<file path="src/design/dop_pkg.sv">
// Shared types and constants for the ditroff output parser.
// Holds the event kinds, the result record and the port widths.
// No dependencies.
package dop_pkg;

    localparam int COORD_WIDTH_DEF = 24;
    localparam int NAME_CHARS_DEF  = 8;

    localparam int BYTE_W     = 8;
    localparam int KIND_W     = 3;
    localparam int CODE_W     = 8;
    localparam int NAME_OUT_W = 64;
    localparam int POS_W      = 24;
    localparam int FONT_W     = 8;
    localparam int SIZE_W     = 10;
    localparam int PAGE_W     = 16;

    localparam int DATA_BITS  = CODE_W + NAME_OUT_W + 2 * POS_W + FONT_W + SIZE_W + PAGE_W;
    localparam int TDATA_W    = ((DATA_BITS + 7) / 8) * 8;
    localparam int IN_TDATA_W = BYTE_W;
    localparam int TUSER_W    = KIND_W;

    localparam int OUTQ_DEPTH = 4;

    typedef enum logic [KIND_W-1:0] {
        EV_CHAR    = 3'd0,
        EV_SPECIAL = 3'd1,
        EV_SPACE   = 3'd2,
        EV_NEWLINE = 3'd3,
        EV_PAGE    = 3'd4,
        EV_ERROR   = 3'd5
    } ev_kind_t;

    typedef struct packed {
        ev_kind_t              kind;
        logic [CODE_W-1:0]     code;
        logic [NAME_OUT_W-1:0] name;
        logic [POS_W-1:0]      x_pos;
        logic [POS_W-1:0]      y_pos;
        logic [FONT_W-1:0]     font;
        logic [SIZE_W-1:0]     size;
        logic [PAGE_W-1:0]     page;
        logic                  last;
    } res_t;

endpackage

</file>
<file path="src/design/dop_core.sv">
// Parser state and per-byte update logic of the ditroff output parser.
// Produces up to two result records per processed byte.
// Depends on dop_pkg.
module dop_core
    import dop_pkg::*;
#(
    parameter int COORD_WIDTH = COORD_WIDTH_DEF,
    parameter int NAME_CHARS  = NAME_CHARS_DEF
)
(
    input  logic              clk,
    input  logic              rst_n,
    input  logic              fire,
    input  logic [BYTE_W-1:0] byte_in,
    output res_t              res0,
    output res_t              res1,
    output logic [1:0]        res_cnt
);

    localparam int MW     = COORD_WIDTH - 1;
    localparam int AW     = MW + 4;
    localparam int SW     = COORD_WIDTH + 2;
    localparam int EXT_W  = (COORD_WIDTH > POS_W) ? COORD_WIDTH : POS_W;
    localparam int NAME_W = NAME_CHARS * 8;
    localparam int LEN_W  = $clog2(NAME_CHARS + 1);

    localparam logic [MW-1:0]        MAG_MAX = {MW{1'b1}};
    localparam logic signed [SW-1:0] CMAX_S  = SW'(MAG_MAX);
    localparam logic signed [SW-1:0] CMIN_S  = ~CMAX_S;
    localparam logic signed [SW-1:0] SIZE_HI = SW'((1 << SIZE_W) - 1);
    localparam logic signed [SW-1:0] FONT_HI = SW'((1 << FONT_W) - 1);
    localparam logic signed [SW-1:0] PAGE_HI = SW'((1 << PAGE_W) - 1);

    localparam logic [7:0] CH_0     = 8'h30;
    localparam logic [7:0] CH_9     = 8'h39;
    localparam logic [7:0] CH_PLUS  = 8'h2B;
    localparam logic [7:0] CH_MINUS = 8'h2D;
    localparam logic [7:0] CH_NL    = 8'h0A;
    localparam logic [7:0] CH_SP    = 8'h20;
    localparam logic [7:0] CH_TAB   = 8'h09;
    localparam logic [7:0] CH_CR    = 8'h0D;
    localparam logic [7:0] CH_LW    = 8'h77;
    localparam logic [7:0] CH_LC    = 8'h63;
    localparam logic [7:0] CH_UC    = 8'h43;
    localparam logic [7:0] CH_UD    = 8'h44;
    localparam logic [7:0] CH_LX    = 8'h78;
    localparam logic [7:0] CH_HASH  = 8'h23;
    localparam logic [7:0] CH_BANG  = 8'h21;
    localparam logic [7:0] CH_LS    = 8'h73;
    localparam logic [7:0] CH_LF    = 8'h66;
    localparam logic [7:0] CH_UH    = 8'h48;
    localparam logic [7:0] CH_LH    = 8'h68;
    localparam logic [7:0] CH_UV    = 8'h56;
    localparam logic [7:0] CH_LV    = 8'h76;
    localparam logic [7:0] CH_LP    = 8'h70;
    localparam logic [7:0] CH_LN    = 8'h6E;

    typedef enum logic [7:0] {
        MODE_CMD      = 8'b0000_0001,
        MODE_MOTION   = 8'b0000_0010,
        MODE_CHAR     = 8'b0000_0100,
        MODE_NAME_WS  = 8'b0000_1000,
        MODE_NAME     = 8'b0001_0000,
        MODE_SKIP     = 8'b0010_0000,
        MODE_NUM_WS   = 8'b0100_0000,
        MODE_NUM_BODY = 8'b1000_0000
    } mode_t;

    typedef enum logic [2:0] {
        TGT_NONE = 3'd0,
        TGT_SIZE = 3'd1,
        TGT_FONT = 3'd2,
        TGT_HABS = 3'd3,
        TGT_HREL = 3'd4,
        TGT_VABS = 3'd5,
        TGT_VREL = 3'd6,
        TGT_PAGE = 3'd7
    } tgt_t;

    mode_t                   mode_reg, mode_next;
    tgt_t                    tgt_reg, tgt_next;
    logic [FONT_W-1:0]       font_reg, font_next;
    logic [SIZE_W-1:0]       size_reg, size_next;
    logic signed [COORD_WIDTH-1:0] pen_x_reg, pen_x_next;
    logic signed [COORD_WIDTH-1:0] pen_y_reg, pen_y_next;
    logic [MW-1:0]           val_reg, val_next;
    logic                    neg_reg, neg_next;
    logic                    seen_reg, seen_next;
    logic [3:0]              tens_reg, tens_next;
    logic [NAME_W-1:0]       name_reg, name_next;
    logic [LEN_W-1:0]        len_reg, len_next;
    logic                    halted_reg, halted_next;

    logic                    is_space, is_digit, do_cmd;
    logic [3:0]              dval;
    logic [AW-1:0]           prod;
    logic signed [9:0]       mdelta;
    logic signed [SW-1:0]    nv;
    res_t                    res_v [2];
    logic [1:0]              cnt_v;

    function automatic logic [POS_W-1:0] pos_out(input logic signed [COORD_WIDTH-1:0] p);
        logic [EXT_W-1:0] e;
        e = EXT_W'(p);
        return e[POS_W-1:0];
    endfunction

    function automatic logic signed [COORD_WIDTH-1:0] sat(input logic signed [SW-1:0] s);
        logic signed [COORD_WIDTH-1:0] r;
        if (s > CMAX_S)
        begin
            r = CMAX_S[COORD_WIDTH-1:0];
        end
        else if (s < CMIN_S)
        begin
            r = CMIN_S[COORD_WIDTH-1:0];
        end
        else
        begin
            r = s[COORD_WIDTH-1:0];
        end
        return r;
    endfunction

    function automatic res_t mk_res(
        input ev_kind_t                      kind,
        input logic [CODE_W-1:0]             code,
        input logic [NAME_W-1:0]             name,
        input logic signed [COORD_WIDTH-1:0] px,
        input logic signed [COORD_WIDTH-1:0] py,
        input logic [FONT_W-1:0]             fnt,
        input logic [SIZE_W-1:0]             sz,
        input logic [PAGE_W-1:0]             pg
    );
        res_t r;
        r.kind  = kind;
        r.code  = code;
        r.name  = NAME_OUT_W'(name);
        r.x_pos = pos_out(px);
        r.y_pos = pos_out(py);
        r.font  = fnt;
        r.size  = sz;
        r.page  = pg;
        r.last  = 1'b0;
        return r;
    endfunction

    assign is_space = (byte_in == CH_SP) || (byte_in == CH_TAB) ||
                      ((byte_in >= CH_NL) && (byte_in <= CH_CR));
    assign is_digit = (byte_in >= CH_0) && (byte_in <= CH_9);
    assign dval     = byte_in[3:0];
    assign prod     = AW'({val_reg, 3'b000}) + AW'({val_reg, 1'b0}) + AW'(dval);
    assign mdelta   = $signed({2'b00, byte_in}) - 10'sd48 +
                      $signed(10'({tens_reg, 3'b000}) + 10'({tens_reg, 1'b0}));
    assign nv       = neg_reg ? -SW'(val_reg) : SW'(val_reg);

    always_comb
    begin
        mode_next   = mode_reg;
        tgt_next    = tgt_reg;
        font_next   = font_reg;
        size_next   = size_reg;
        pen_x_next  = pen_x_reg;
        pen_y_next  = pen_y_reg;
        val_next    = val_reg;
        neg_next    = neg_reg;
        seen_next   = seen_reg;
        tens_next   = tens_reg;
        name_next   = name_reg;
        len_next    = len_reg;
        halted_next = halted_reg;
        do_cmd      = 1'b0;
        cnt_v       = 2'd0;
        res_v[0]    = '0;
        res_v[1]    = '0;

        if (fire && !halted_reg)
        begin
            case (mode_reg)
                MODE_MOTION:
                begin
                    pen_x_next = sat(SW'(pen_x_reg) + SW'(mdelta));
                    mode_next  = MODE_CHAR;
                end
                MODE_CHAR:
                begin
                    res_v[cnt_v[0]] = mk_res(EV_CHAR, byte_in, '0, pen_x_next, pen_y_next,
                                             font_next, size_next, '0);
                    cnt_v     = cnt_v + 2'd1;
                    mode_next = MODE_CMD;
                end
                MODE_NAME_WS:
                begin
                    if (!is_space)
                    begin
                        name_next = NAME_W'(byte_in);
                        len_next  = LEN_W'(1);
                        mode_next = MODE_NAME;
                    end
                end
                MODE_NAME:
                begin
                    if (is_space)
                    begin
                        res_v[cnt_v[0]] = mk_res(EV_SPECIAL, '0, name_reg, pen_x_next,
                                                 pen_y_next, font_next, size_next, '0);
                        cnt_v     = cnt_v + 2'd1;
                        mode_next = MODE_CMD;
                    end
                    else if (len_reg < LEN_W'(NAME_CHARS))
                    begin
                        for (int i = 0; i < NAME_CHARS; i++)
                        begin
                            if (len_reg == LEN_W'(i))
                            begin
                                name_next[8*i +: 8] = byte_in;
                            end
                        end
                        len_next = len_reg + LEN_W'(1);
                    end
                end
                MODE_SKIP:
                begin
                    if (byte_in == CH_NL)
                    begin
                        mode_next = MODE_CMD;
                    end
                end
                MODE_NUM_WS:
                begin
                    if (!is_space)
                    begin
                        if ((byte_in == CH_PLUS) || (byte_in == CH_MINUS))
                        begin
                            neg_next  = (byte_in == CH_MINUS);
                            mode_next = MODE_NUM_BODY;
                        end
                        else if (is_digit)
                        begin
                            val_next  = (prod > AW'(MAG_MAX)) ? MAG_MAX : prod[MW-1:0];
                            seen_next = 1'b1;
                            mode_next = MODE_NUM_BODY;
                        end
                        else
                        begin
                            res_v[cnt_v[0]] = mk_res(EV_ERROR, '0, '0, pen_x_next, pen_y_next,
                                                     font_next, size_next, '0);
                            cnt_v       = cnt_v + 2'd1;
                            halted_next = 1'b1;
                        end
                    end
                end
                MODE_NUM_BODY:
                begin
                    if (is_digit)
                    begin
                        val_next  = (prod > AW'(MAG_MAX)) ? MAG_MAX : prod[MW-1:0];
                        seen_next = 1'b1;
                    end
                    else if (seen_reg)
                    begin
                        mode_next = MODE_CMD;
                        case (tgt_reg)
                            TGT_SIZE:
                            begin
                                size_next = (nv < 0) ? '0 :
                                            (nv > SIZE_HI) ? SIZE_HI[SIZE_W-1:0] : nv[SIZE_W-1:0];
                            end
                            TGT_FONT:
                            begin
                                font_next = (nv < 0) ? '0 :
                                            (nv > FONT_HI) ? FONT_HI[FONT_W-1:0] : nv[FONT_W-1:0];
                            end
                            TGT_HABS: pen_x_next = nv[COORD_WIDTH-1:0];
                            TGT_HREL: pen_x_next = sat(SW'(pen_x_reg) + nv);
                            TGT_VABS: pen_y_next = nv[COORD_WIDTH-1:0];
                            TGT_VREL: pen_y_next = sat(SW'(pen_y_reg) + nv);
                            TGT_PAGE:
                            begin
                                res_v[cnt_v[0]] = mk_res(EV_PAGE, '0, '0, pen_x_next, pen_y_next,
                                    font_next, size_next,
                                    (nv < 0) ? '0 :
                                    (nv > PAGE_HI) ? PAGE_HI[PAGE_W-1:0] : nv[PAGE_W-1:0]);
                                cnt_v = cnt_v + 2'd1;
                            end
                            default: ;
                        endcase
                        do_cmd = 1'b1;
                    end
                    else
                    begin
                        res_v[cnt_v[0]] = mk_res(EV_ERROR, '0, '0, pen_x_next, pen_y_next,
                                                 font_next, size_next, '0);
                        cnt_v       = cnt_v + 2'd1;
                        halted_next = 1'b1;
                    end
                end
                default:
                begin
                    do_cmd = 1'b1;
                end
            endcase

            if (do_cmd)
            begin
                mode_next = MODE_CMD;
                if (is_digit)
                begin
                    tens_next = dval;
                    mode_next = MODE_MOTION;
                end
                else
                begin
                    case (byte_in)
                        CH_LW:
                        begin
                            res_v[cnt_v[0]] = mk_res(EV_SPACE, '0, '0, pen_x_next, pen_y_next,
                                                     font_next, size_next, '0);
                            cnt_v = cnt_v + 2'd1;
                        end
                        CH_LC: mode_next = MODE_CHAR;
                        CH_UC:
                        begin
                            name_next = '0;
                            len_next  = '0;
                            mode_next = MODE_NAME_WS;
                        end
                        CH_UD, CH_LX, CH_HASH, CH_BANG: mode_next = MODE_SKIP;
                        CH_LS, CH_LF, CH_UH, CH_LH, CH_UV, CH_LV, CH_LP:
                        begin
                            case (byte_in)
                                CH_LS:   tgt_next = TGT_SIZE;
                                CH_LF:   tgt_next = TGT_FONT;
                                CH_UH:   tgt_next = TGT_HABS;
                                CH_LH:   tgt_next = TGT_HREL;
                                CH_UV:   tgt_next = TGT_VABS;
                                CH_LV:   tgt_next = TGT_VREL;
                                default: tgt_next = TGT_PAGE;
                            endcase
                            if (byte_in == CH_LP)
                            begin
                                pen_x_next = '0;
                                pen_y_next = '0;
                            end
                            val_next  = '0;
                            neg_next  = 1'b0;
                            seen_next = 1'b0;
                            mode_next = MODE_NUM_WS;
                        end
                        CH_LN:
                        begin
                            pen_x_next = '0;
                            res_v[cnt_v[0]] = mk_res(EV_NEWLINE, '0, '0, pen_x_next, pen_y_next,
                                                     font_next, size_next, '0);
                            cnt_v     = cnt_v + 2'd1;
                            mode_next = MODE_SKIP;
                        end
                        default: ;
                    endcase
                end
            end
        end

        if (cnt_v == 2'd1)
        begin
            res_v[0].last = 1'b1;
        end
        else if (cnt_v == 2'd2)
        begin
            res_v[1].last = 1'b1;
        end
    end

    assign res0    = res_v[0];
    assign res1    = res_v[1];
    assign res_cnt = cnt_v;

    always_ff @(posedge clk or negedge rst_n)
    begin
        if (!rst_n)
        begin
            mode_reg   <= MODE_CMD;
            tgt_reg    <= TGT_NONE;
            font_reg   <= FONT_W'(1);
            size_reg   <= SIZE_W'(10);
            pen_x_reg  <= '0;
            pen_y_reg  <= '0;
            val_reg    <= '0;
            neg_reg    <= 1'b0;
            seen_reg   <= 1'b0;
            tens_reg   <= '0;
            name_reg   <= '0;
            len_reg    <= '0;
            halted_reg <= 1'b0;
        end
        else
        begin
            mode_reg   <= mode_next;
            tgt_reg    <= tgt_next;
            font_reg   <= font_next;
            size_reg   <= size_next;
            pen_x_reg  <= pen_x_next;
            pen_y_reg  <= pen_y_next;
            val_reg    <= val_next;
            neg_reg    <= neg_next;
            seen_reg   <= seen_next;
            tens_reg   <= tens_next;
            name_reg   <= name_next;
            len_reg    <= len_next;
            halted_reg <= halted_next;
        end
    end

endmodule

</file>
<file path="src/design/dop_outq.sv">
// Result queue of the ditroff output parser: takes up to two records per cycle,
// hands out one per transaction. Depends on dop_pkg.
module dop_outq
    import dop_pkg::*;
(
    input  logic       clk,
    input  logic       rst_n,
    input  logic [1:0] push_cnt,
    input  res_t       push0,
    input  res_t       push1,
    output logic       room,
    output logic       valid,
    input  logic       ready,
    output res_t       head
);

    localparam int PTR_W = $clog2(OUTQ_DEPTH);
    localparam int CNT_W = $clog2(OUTQ_DEPTH + 1);

    res_t             mem_reg [OUTQ_DEPTH];
    logic [PTR_W-1:0] wr_ptr_reg, wr_ptr_next;
    logic [PTR_W-1:0] rd_ptr_reg, rd_ptr_next;
    logic [CNT_W-1:0] count_reg, count_next;
    logic             pop;

    assign valid       = (count_reg != '0);
    assign room        = (count_reg <= CNT_W'(OUTQ_DEPTH - 2));
    assign pop         = valid && ready;
    assign head        = mem_reg[rd_ptr_reg];
    assign wr_ptr_next = wr_ptr_reg + PTR_W'(push_cnt);
    assign rd_ptr_next = rd_ptr_reg + PTR_W'(pop);
    assign count_next  = count_reg + CNT_W'(push_cnt) - CNT_W'(pop);

    always_ff @(posedge clk)
    begin
        if (push_cnt != 2'd0)
        begin
            mem_reg[wr_ptr_reg] <= push0;
        end
        if (push_cnt == 2'd2)
        begin
            mem_reg[wr_ptr_reg + PTR_W'(1)] <= push1;
        end
    end

    always_ff @(posedge clk or negedge rst_n)
    begin
        if (!rst_n)
        begin
            wr_ptr_reg <= '0;
            rd_ptr_reg <= '0;
            count_reg  <= '0;
        end
        else
        begin
            wr_ptr_reg <= wr_ptr_next;
            rd_ptr_reg <= rd_ptr_next;
            count_reg  <= count_next;
        end
    end

endmodule

</file>
<file path="src/design/ditroff_output_parser_top.sv">
// Top level of the ditroff output parser: input register, parser core, result queue.
// Depends on dop_pkg, dop_core and dop_outq.
//
// Takes one byte of troff intermediate output per transaction and emits character,
// special character, word space, newline, new page and error events, each with the
// pen position, font and point size. While the queue has room a byte is taken every cycle: it
// is held in the input register, parsed combinationally, and its results can leave on the
// next cycle. A byte that ends a number and starts a command can give two results;
// these leave one per cycle while m_tready is high, through a four-entry queue, and
// input stalls while that queue has fewer than two free entries. After an error event
// every further byte is taken and dropped until reset.
module ditroff_output_parser_top
    import dop_pkg::*;
#(
    parameter int COORD_WIDTH = COORD_WIDTH_DEF,
    parameter int NAME_CHARS  = NAME_CHARS_DEF
)
(
    input  logic                  clk,
    input  logic                  rst_n,
    input  logic                  s_tvalid,
    output logic                  s_tready,
    input  logic [IN_TDATA_W-1:0] s_tdata,  // [7:0] byte_in
    output logic                  m_tvalid,
    input  logic                  m_tready,
    output logic [TDATA_W-1:0]    m_tdata,  // char_code, special_name, x_pos, y_pos,
                                            // font_number, point_size, page_number
    output logic [TUSER_W-1:0]    m_tuser,  // event_kind
    output logic                  m_tlast
);

    logic              in_valid_reg;
    logic [BYTE_W-1:0] in_byte_reg;
    logic              room;
    logic              fire;
    res_t              res0, res1, head;
    logic [1:0]        res_cnt;

    assign fire     = in_valid_reg && room;
    assign s_tready = !in_valid_reg || room;

    always_ff @(posedge clk or negedge rst_n)
    begin
        if (!rst_n)
        begin
            in_valid_reg <= 1'b0;
        end
        else if (s_tready)
        begin
            in_valid_reg <= s_tvalid;
        end
    end

    always_ff @(posedge clk)
    begin
        if (s_tready)
        begin
            in_byte_reg <= s_tdata[BYTE_W-1:0];
        end
    end

    dop_core #(
        .COORD_WIDTH (COORD_WIDTH),
        .NAME_CHARS  (NAME_CHARS)
    ) u_core (
        .clk     (clk),
        .rst_n   (rst_n),
        .fire    (fire),
        .byte_in (in_byte_reg),
        .res0    (res0),
        .res1    (res1),
        .res_cnt (res_cnt)
    );

    dop_outq u_outq (
        .clk      (clk),
        .rst_n    (rst_n),
        .push_cnt (res_cnt),
        .push0    (res0),
        .push1    (res1),
        .room     (room),
        .valid    (m_tvalid),
        .ready    (m_tready),
        .head     (head)
    );

    assign m_tdata = TDATA_W'({head.page, head.size, head.font, head.y_pos, head.x_pos,
                               head.name, head.code});
    assign m_tuser = head.kind;
    assign m_tlast = head.last;

endmodule

</file>
<file path="config.mk">
export PLATFORM = sky130hd
export DESIGN_NAME = ditroff_output_parser_top
export DESIGN_NICKNAME = d
export VERILOG_FILES = /design/src/design/dop_pkg.sv /design/src/design/dop_core.sv /design/src/design/dop_outq.sv /design/src/design/ditroff_output_parser_top.sv
export SDC_FILE = /design/constraint.sdc
export NUM_CORES = 2
export LEC_CHECK = 0
export BUFFER_PORTS_ARGS = -buffer_cell sky130_fd_sc_hd__buf_4
export CORE_MARGIN = 2
export CORE_UTILIZATION = 25
export CTS_BUF_LIST = sky130_fd_sc_hd__clkbuf_4 sky130_fd_sc_hd__clkbuf_8
export CTS_CLUSTER_SIZE = 16
export DETAILED_ROUTE_END_ITERATION = 12
export SLEW_MARGIN = 20
export SYNTH_ARGS = -nofsm -noshare
export SYNTH_HDL_FRONTEND = slang
export SYNTH_SLANG_ARGS = --single-unit
export TNS_END_PERCENT = 5
</file>
<file path="constraint.sdc">
create_clock -name clk -period 21.8 [get_ports clk]
set_input_delay 2.18 -clock clk [delete_from_list [all_inputs] [get_ports clk]]
set_output_delay 2.18 -clock clk [all_outputs]
set_load 0.02 [all_outputs]
</file>
==> key figures <==
Run status
  – Status: finished, final reports clean

Cells and area
  – Fin nets: 4111
  – Design area: ~0.052 mm²
  – Share of post-route cells with drive strength above 1: 0.181
  – Max FFs per register: between 600 and 700
  – Area growth from synthesis to layout: 16.2%
  – Fin cells: 6411

Synth
  – Commonest cells in the netlist: edfxtp_1 (640), nand2_1 (321), and2_1 (278), o21ai_0 (262), nor2_1 (246)
  – Post-Synth XOR/XNOR Area: 0.0235
  – Count leader, synth: edfxtp_1
  – Sequential cell area fraction in the yosys report: 0.533
  – Synth Area in Simple Gates: 0.125
  – Mux cell area share after synthesis: 0.0832
  – Syn Inst Count: 3761
  – Leading post-synthesis cells by cell area: edfxtp_1 (43%), dfrtp_1 (10%), mux4_2 (8.0%)
  – Adder-cell area share of the yosys netlist: 0.0497
  – FF+latch count, synth: 823
  – Async SR Flop Fraction: 0.222
  – Synth Cell Area: 0.0446 mm²
  – Compound-Gate Fraction of Synth Area: 0.157
  – Number of enable flip-flop cells after synthesis: 640
  – Synth top area share: 0.431
  – Warnings from Yosys: 0
  – Synth Flop Type: edfxtp_1
  – Synth cell types: 88
  – Main combinational cell family by area after synthesis: compound AO/OA/AOI/OAI gates
  – Synth area leader: edfxtp_1
  – Synth Area per Inst: 11.9 µm²

Timing
  – Max-slew violations: 0
  – Period utilisation layout: 0.345
  – Setup TNS: 0 ns
  – Final WS setup: approximately 14 ns
  – Post-Route Skew: 0.0731 ns
  – Final number of setup-violating endpoints: 0
  – Final worst path period need: 7.52 ns
  – Fmax: around 0.13 GHz
  – Final-report hold violation count: 0
  – RSZ-0062 raised after global routing: no
  – Worst slew margin: 0.175
  – Worst Max-Slew Pin Slew: 1.24 ns

Global route
  – Largest net degree at the start of global routing: 138
  – First-pass GRT wire length: roughly 210000 µm
  – Number of global-route vias before repair: approximately 32000
  – Initial antenna violation count: 5
  – GRT Residual Overflow: 0
  – Global Route Usage Sum: 0.154

Clocking
  – Max H-tree Level: 4
  – Post-CTS Setup Bufs: 0
  – Clock slew at reported path FFs: 0.07 ns
  – Clk_lat worst skew: around 0.86 ns
  – CTS tree: yes
  – Hold_buf cts: 0
  – Num CTS Buffers: 143
  – Root Buffer: clkbuf_8
  – Post-CTS resize count: 0
  – CTS Buffer Depth: 3
  – Clk sinks: 823

Placement
  – Dpl cells: around 6100
  – # port buffers: 171
  – Pre-CTS setup slack: 14.64 ns
  – Global placement routability congestion: 0.926
  – Detailed placer's ending HPWL: about 93000 µm
  – Placed Area: a little under 0.05 mm²

Routing
  – First drt pass iteration count: 6
  – Wirelength per Cell: ~22 µm
  – Total number of vias: 32900
  – Detailed Route Iter0 Violations: around 3300
  – Via/cell ratio: 5.13
  – DRC: 0
  – Total routed wirelength: between 100000 and 150000 µm
  – Post-DRT Antenna Nets: 0

Floorplan
  – Core ar.: 0.178 mm²
  – # IOs: 178
  – # rows: ~160
  – Die Height: 427 µm
  – Die ar.: 0.182 mm²
  – Initial Utilization: 0.251
  – Die Width: around 430 µm

Power and ir drop
  – Peak VDD IR: slightly above 0.09 mV
  – Pleak: 19.1 nW
  – PwrDens: 120 mW/mm²
  – Power Total: 6.20 mW

Critical path
  – Worst Path Arrival: 8.10 ns
  – R2R depth: 14
  – Worst reg2reg setup slack: 14.28 ns
  – Critical path endpoint: u_outq.mem_reg[3][56]
  – Critical path type: reg -> reg
  – Worst Path Required: 22.38 ns
  – R2R Path End: u_outq.mem_reg[3][56]
  – Crit Path Max Fanout: 20
  – Worst Setup SP: u_core.mode_reg[5]
  – FF-to-FF Start: u_core.mode_reg[5]
  – Crit start category: flop
  – Critical path capture point type: flop

Flow run
  – Number of max-cap violations: 0

Worst hold path
  – Hold Path Class: reg -> reg
## metrics by stage
| stage | utilization | hold WS, ns |
|---|---|---|
| 3_3_place_gp | 0.274 | 0.455 |
| 2_1_floorplan | - | 0.447 |
| 3_5_place_dp | 0.274 | 0.480 |
| 5_1_grt | 0.292 | 0.508 |
| 6_report | 0.292 | 0.484 |
| 4_1_cts | 0.291 | 0.489 |
## cells in the final DEF, fill, tap and decap left out, types with 41 or more instances in the layout
cell type  count
nor2_1       239
a32o_1        96
nor3_1        49
a22o_1       123
ha_1         155
buf_4        250
a21o_1        50
mux4_2       158
a31oi_1       41
edfxtp_1     640
xor2_1        44
clkbuf_4      66
and2_1       278
nand3_1       42
dfrtp_1      177
xnor2_1       68
o21ai_0      262
nand2_1      321
a21oi_1      198
clkbuf_8     160
inv_1         81
## metal layers
metal | global-route usage | vias up | routed length [µm]
met5 | 0 | - | 0
met3 | 0.0300 | 292 | 10400
met1 | 0.192 | 16400 | 57100
met4 | 0.0683 | 0 | 5880
li1 | - | 14800 | -
met2 | 0.258 | 1424 | 69900
## worst min-delay path by stage
stage                             startpoint                  to  slack, ns  depth (start not counted)
after floorplan            u_core.halted_reg   u_core.halted_reg       0.45                          1
after global placement     u_core.halted_reg   u_core.halted_reg       0.46                          1
after detailed placement  u_core.mode_reg[0]  u_core.mode_reg[0]       0.48                          2
after CTS                 u_core.mode_reg[0]  u_core.mode_reg[0]       0.49                          2
after global routing      u_core.mode_reg[0]  u_core.mode_reg[0]       0.51                          2
final                     u_core.mode_reg[0]  u_core.mode_reg[0]       0.48                          2
## kinds of logic after synthesis
group,Yosys count
buffers and inverters,319
multiplexers,173
other,1
AND/OR/NAND/NOR,1129
flip-flops,823
XOR/XNOR,119
adder cells (fa/ha/maj),169
AO/OA/AOI/OAI,1028
## layout make-up
| cell class | count | area, µm² |
|---|---|---|
| Tap cell | 2355 | 2950 |
| Inverter | 84 | 315 |
| Sequential cell | 823 | 23800 |
| Timing Repair Buffer | 254 | 1970 |
| Fill cell | 18100 | 126000 |
| Multi-Input combinational cell | 2624 | 19800 |
| Clock buffer | 225 | 2680 |
| Antenna cell | 4 | 10.0 |
| Clock inverter | 42 | 315 |
## power breakdown
group	leakage, nW	internal, mW	switching, mW	total (mW)
Sequential	8.26	1.79	0.189	1.98
Combinational	9.19	0.998	1.73	2.73
Clock	1.60	0.821	0.662	1.48
Total	19.1	3.61	2.59	6.20
## critical path, stage by stage, from the launching register on
cell     delay (ns)
dfrtp_1        0.47
nor2_1         0.23
nand2_1        0.44
or3_1          0.49
nor3b_1        0.77
and3_1         0.55
o21ai_1        0.12
buf_4          0.20
nor2_1         0.60
nand2_1        0.28
nor3_2         0.91
nor2_2         0.48
a21oi_1        1.09
inv_1          0.29
a22o_1         0.31
(Power assumes the default switching activity.)
